$ cat config.mk
export PLATFORM = sky130hd
export DESIGN_NAME = qau_sum
export DESIGN_NICKNAME = d
export VERILOG_FILES = /design/src/hw/rtl/assert_macros.svh /design/src/hw/rtl/qau_pkg.sv /design/src/hw/rtl/qau_sum.sv
export SDC_FILE = /design/constraint.sdc
export NUM_CORES = 2
export LEC_CHECK = 0
export CORE_AREA = 2 2 709 711
export DETAILED_ROUTE_END_ITERATION = 10
export DIE_AREA = 0 0 711 713
export DONT_BUFFER_PORTS = 1
export GPL_TIMING_DRIVEN = 0
export PLACE_DENSITY_LB_ADDON = 0.1
export SLEW_MARGIN = 20
export SYNTH_ARGS = -nofsm -noshare
export SYNTH_HDL_FRONTEND = slang
export SYNTH_SLANG_ARGS = --single-unit
export TNS_END_PERCENT = 10
$ cat constraint.sdc
create_clock -name clk -period 5.3 [get_ports clk]
set_input_delay 1.06 -clock clk [delete_from_list [all_inputs] [get_ports clk]]
set_output_delay 1.06 -clock clk [all_outputs]
set_load 0.01 [all_outputs]
$ cat src/hw/rtl/assert_macros.svh
// Assertion helper macros for the quaternion unit.
// Each macro expects clk and rst to be visible where it is used.
`ifndef ASSERT_MACROS_SVH
`define ASSERT_MACROS_SVH

// Consequent must hold in the same cycle as the antecedent.
`define QAU_ASSERT_SAME(label, ante, cons) \
  label: assert property (@(posedge clk) disable iff (rst) (ante) |-> (cons)) \
    else $error("qau: same-cycle property failed");

// Consequent must hold in the cycle after the antecedent.
`define QAU_ASSERT_NEXT(label, ante, cons) \
  label: assert property (@(posedge clk) disable iff (rst) (ante) |=> (cons)) \
    else $error("qau: next-cycle property failed");

`endif

$ cat src/hw/rtl/qau_pkg.sv
// Shared types and constants of the quaternion arithmetic unit.
// No dependencies; every RTL module imports this package.
package qau_pkg;

  localparam int PROD_N = 16;  // products formed per item
  localparam int MAT_N  = 9;   // non-trivial matrix entries (rows 0..2)

  typedef logic signed [31:0] word_t;

  typedef enum logic [2:0] {
    MODE_MUL    = 3'd0,
    MODE_SCALE  = 3'd1,
    MODE_CONJ   = 3'd2,
    MODE_INV    = 3'd3,
    MODE_NORM   = 3'd4,
    MODE_MAGSQ  = 3'd5,
    MODE_MAG    = 3'd6,
    MODE_MATRIX = 3'd7
  } mode_t;

  typedef enum logic [1:0] {
    ST_OK   = 2'd0,
    ST_ZERO = 2'd1,
    ST_SAT  = 2'd2
  } status_t;

  typedef struct packed {
    mode_t mode;
    word_t a_w;
    word_t a_x;
    word_t a_y;
    word_t a_z;
    word_t b_w;
    word_t b_x;
    word_t b_y;
    word_t b_z;
  } in_t;

  typedef struct packed {
    word_t      res_0;
    word_t      res_1;
    word_t      res_2;
    word_t      res_3;
    logic [1:0] row;
    logic       last;
    status_t    status;
  } out_t;

  // Valid bit and operation that travel down the pipeline.
  typedef struct packed {
    logic  valid;
    mode_t mode;
  } ctl_t;

  // Work request to the root/divide unit.
  typedef struct packed {
    logic do_sqrt;
    logic do_div;
  } rd_cmd_t;

  typedef enum logic [1:0] {
    T_IDLE,
    T_ROWS,
    T_WORK
  } tail_state_t;

  typedef enum logic [1:0] {
    RD_IDLE,
    RD_SQRT,
    RD_DIV,
    RD_DONE
  } rd_state_t;

endpackage

$ cat src/hw/rtl/qau_sum.sv
// Stages 2 and 3: rounding of the products, then the sums of each mode.
// Depends on qau_pkg.
module qau_sum #(
  parameter  int FRAC_BITS = 16,
  localparam int SUM_W     = 67 - FRAC_BITS,
  localparam int M_W       = 65 - FRAC_BITS
) (
  input  logic                    clk,
  input  logic                    rst,
  input  logic                    en,
  input  qau_pkg::ctl_t           ctl_in,
  input  logic signed [63:0]      prod [qau_pkg::PROD_N],
  input  qau_pkg::word_t          a_in [4],
  output qau_pkg::ctl_t           ctl_out,
  output logic signed [SUM_W-1:0] vals [qau_pkg::MAT_N],
  output logic [M_W-1:0]          m,
  output qau_pkg::word_t          a_out [4]
);
  import qau_pkg::*;

  localparam int RP_W = 64 - FRAC_BITS;
  localparam logic signed [63:0] HALF = 64'sd1 <<< (FRAC_BITS - 1);
  localparam logic signed [SUM_W-1:0] ONE = SUM_W'(64'sd1 <<< FRAC_BITS);

  logic                    valid1, valid2;
  mode_t                   mode1, mode2;
  logic signed [RP_W-1:0]  rp      [PROD_N];
  logic signed [RP_W-1:0]  rp_next [PROD_N];
  word_t                   a1 [4];
  logic signed [SUM_W-1:0] e [PROD_N];
  logic signed [SUM_W-1:0] m_full;
  logic signed [SUM_W-1:0] vals_next [MAT_N];

  assign ctl_out = '{valid: valid2, mode: mode2};

  // Round each product to nearest, ties upward.
  always_comb begin
    for (int i = 0; i < PROD_N; i++) begin
      rp_next[i] = RP_W'((prod[i] + HALF) >>> FRAC_BITS);
    end
  end

  // Sums and matrix entries.
  always_comb begin
    for (int i = 0; i < PROD_N; i++) begin
      e[i] = SUM_W'(rp[i]);
    end
    for (int i = 0; i < MAT_N; i++) begin
      vals_next[i] = '0;
    end
    m_full = e[0] + e[1] + e[2] + e[3];
    case (mode1)
      MODE_MUL: begin
        vals_next[0] = e[0] - e[1] - e[2] - e[3];
        vals_next[1] = e[4] + e[5] + e[6] - e[7];
        vals_next[2] = e[8] - e[9] + e[10] + e[11];
        vals_next[3] = e[12] + e[13] - e[14] + e[15];
      end
      MODE_SCALE: begin
        for (int i = 0; i < 4; i++) begin
          vals_next[i] = e[i];
        end
      end
      MODE_CONJ: begin
        vals_next[0] = SUM_W'(a1[0]);
        vals_next[1] = -SUM_W'(a1[1]);
        vals_next[2] = -SUM_W'(a1[2]);
        vals_next[3] = -SUM_W'(a1[3]);
      end
      MODE_MATRIX: begin
        // e1..e3 squares, e4 xy, e5 xz, e6 yz, e7 wx, e8 wy, e9 wz.
        vals_next[0] = ONE - 2 * e[2] - 2 * e[3];
        vals_next[1] = 2 * e[4] - 2 * e[9];
        vals_next[2] = 2 * e[5] + 2 * e[8];
        vals_next[3] = 2 * e[4] + 2 * e[9];
        vals_next[4] = ONE - 2 * e[1] - 2 * e[3];
        vals_next[5] = 2 * e[6] - 2 * e[7];
        vals_next[6] = 2 * e[5] - 2 * e[8];
        vals_next[7] = 2 * e[6] + 2 * e[7];
        vals_next[8] = ONE - 2 * e[1] - 2 * e[2];
      end
      default: begin
        vals_next[0] = m_full;
      end
    endcase
  end

  // Valid bits of both stages.
  always_ff @(posedge clk) begin
    if (rst) begin
      valid1 <= 1'b0;
      valid2 <= 1'b0;
    end else if (en) begin
      valid1 <= ctl_in.valid;
      valid2 <= valid1;
    end
  end

  // Stage payload registers.
  always_ff @(posedge clk) begin
    if (en) begin
      mode1 <= ctl_in.mode;
      mode2 <= mode1;
      a1    <= a_in;
      a_out <= a1;
      rp    <= rp_next;
      vals  <= vals_next;
      m     <= m_full[M_W-1:0];
    end
  end

endmodule

==> metrics <==
status=finished, violations left; failing checks=setup timing; first-pass GRT wire length=943000 µm; clock latency at the later pin of the worst-skew pair=980 ps; fmax=0.186 GHz; ranking of synthesized cells by area=edfxtp_1, ha_1, xnor2_1; number of global-route vias before repair=96000; WL/cell=37.8 µm; post-layout min period=5390 ps; core area=500000 µm²; leakage=54.7 nW; largest net degree at the start of global routing=165; Synth top area share=0.388; CP peak stage delay=600 ps; Critical R2R Launch=e[410]; Cell variety after synth=122; post-synthesis cell area=118000 µm²; Min-Delay Path Class=input pin to flip-flop; DR pass1 iterations=6; max layer used=met5; post-route ant nets=0; WL final=734000 µm; FP Rows=260; Die X-Extent=711 µm; Critical Path End Type=flip-flop; post-detail-place hpwl=629000 µm; period utilisation layout=1.02; Seq cells post-synth=1531; Crit-path slowest cell=fa_1; met3 wire len=50300 µm; DR WL met2=342000 µm; # hold bufs at CTS=0; max-cap violations=0; die area=507000 µm²; actual slew at the worst max-slew pin=1230 ps; die height=713 µm; GRT Residual Overflow=0; Post-Synthesis Cells=12100; crit-path cells=inv_1 > fa_1 > inv_1 > fa_2 > inv_1 > ha_1 > a21o_1 > a21oi_4 > o21ai_1 > and3_4 > a221o_2 > a32oi_4 > a21oi_4 > a221oi_4 > o41ai_2 > xnor2_1 > o221ai_2; Buf/Inv on CP=3; RSZ-0062 raised after global routing=yes; Syn-to-layout area delta=17.0%; total number of yosys warnings=0; Worst slew margin=0.174; CP Data Arrival Time=6070 ps; worst reg2reg path endpoint=vals[405]; WL met1=316000 µm; Longest Clk Path Bufs=4; CP Class=flip-flop to flip-flop; Final #Nets=14900; Hold Worst Slack=166 ps; Worst Slack Setup Final=-87.8 ps; Top FF cell, synth=edfxtp_1; number of port buffers=0; post-synthesis area per instance=9.79 µm²; initial antenna violation count=95; VDD IR max=278 µV; fill count=53400; Worst path depth=17; clock-pin slew on the worst setup and hold paths=70 ps; DRC=0; CP dominant cell by count=inv_1; total track usage=0.279; share of layout cells above drive strength 1=0.0885; htree depth=4; DR vias/cell=5.01; setup TNS=-153 ps; clock sink count=1531; CTS tree=done; Starting Density=0.237; CTS root buffer=clkbuf_16; Critical Path RT=5990 ps; largest area contributor in the synthesized netlist=edfxtp_1; family with the most delay on the worst path=compound AO/OA/AOI/OAI gates; Critical Path Fanout Max=6; routed vias=97400; CP startpoint kind=flip-flop; end point of the critical path=vals[405]; Pwr Total=61.7 mW; FF-to-FF path depth=17; final core utilization=0.278; final setup vio count=4; final hold violation count=0; Top Ports=1799; sequential cell area fraction in the yosys report=0.388; crit path launch=e[410]; asr flop ratio synth=0; CTS buffer count=204; Final Skew=71.2 ps; Initial DRC Count=9235; Slew Viols, Final=0; Post-synth EDFFs=1529; GP Congestion=0.924; pwr dens=445 nW/µm²; Reg2Reg Setup Slack=-90 ps
[area by class of cell]
cell class,count,area [µm²],share of cell area
inverters,1474,5540,0.0400
multi-input cells,8701,67500,0.487
clock inverters,123,1200,0.00865
diodes,57,143,0.00103
clock buffers,246,5260,0.0379
flip-flops and latches,1531,46000,0.331
repair buffers,245,3010,0.0217
well taps,6681,8360,0.0603
plain buffers,382,1680,0.0121
[state kept, by name, indices dropped and copies added (netlist names)]
signal,cells
vals,450
valid2,1
a_out,128
valid1,1
mode1,3
mode2,3
e,768
m,49
a1,128
[worst min path at each step]
stage	startpoint	endpoint	slack [ps]	cells past startpoint
2_1_floorplan	a1[127]	a_out[127]	420	0
3_3_place_gp	mode1[1]	mode2[1]	430	0
3_5_place_dp	mode1[0]	mode2[0]	440	0
4_1_cts	a_in[83]	a1[83]	50	0
5_1_grt	a_in[83]	a1[83]	80	0
6_report	a_in[83]	a1[83]	170	0
[stage by stage]
step | setup WS (ps) | cells | area [µm²]
4_1_cts | -275 | 19400 | 138000
3_5_place_dp | -1790 | 18900 | 129000
6_report | -87.8 | 19400 | 139000
2_1_floorplan | 798 | 12100 | 118000
5_1_grt | -164 | 19400 | 139000
3_3_place_gp | -4210 | 18800 | 127000
[where the power goes]
group / switching (mW) / total, mW / internal [mW]
combinational: 19.9 / 29.8 / 9.94
sequential: 2.42 / 17.7 / 15.3
clock: 6.31 / 14.2 / 7.88
[logic make-up (layout without fill, tap and decap cells)]
family	after synthesis	after routing	synth area share
flip-flops	1531	1531	0.388
buffers and inverters	1869	2470	0.0601
AO/OA/AOI/OAI	2607	2607	0.145
AND/OR/NAND/NOR	3405	3405	0.141
adder cells (fa/ha/maj)	1205	1205	0.156
XOR/XNOR	1438	1438	0.106
other	1	62	0.0000317
multiplexers	41	41	0.00364
[Yosys cell counts, drive strengths merged, types with 62 or more instances]
cell type  number
a211oi         72
a21o          303
a21oi         793
a221oi         77
a31oi         100
and2           62
and3          230
and4           66
buf            80
clkbuf        315
edfxtp       1529
fa            450
ha            755
inv          1470
nand2         795
nand2b         85
nand3         443
nand4         236
nor2          922
nor2b         113
nor3          195
nor4           88
o211ai         64
o21ai         505
o21bai        161
or3            62
xnor2        1030
xor2          408
[cell usage in the layout (no fill, tap or decap), types with 69 or more instances in the layout]
cell       synthesis  routed
nor2_1           920     893
xnor2_1         1030    1009
edfxtp_1        1529    1529
clkbuf_1         315     276
nor2b_1          113     108
nand4_1          236     236
nand3_1          442     436
a21o_1           303     302
inv_1           1467    1457
clkbuf_16          0     204
buf_4             14     165
o21bai_1         161     160
nand2b_1          85      85
ha_1             755     735
a221oi_1          75      69
a21oi_1          785     756
nor3_1           188     179
o21ai_0          465     427
nand2_1          792     785
fa_1             450     440
xor2_1           408     392
a31oi_1          100      85
and3_1           230     228
[timing repair]
item,in CTS,in global routing
resized for setup,208,163
pin swaps,51,69
buffers inserted,115,29
endpoints found under the setup margin,264,111
[per-layer routing]
layer  global-route usage  up-vias
met4               0.0814       20
met3               0.0625      601
li1                     -    43700
met1                0.362    49600
met5                    0        -
met2                0.464     3514
Power figures use the tool's default switching activity.
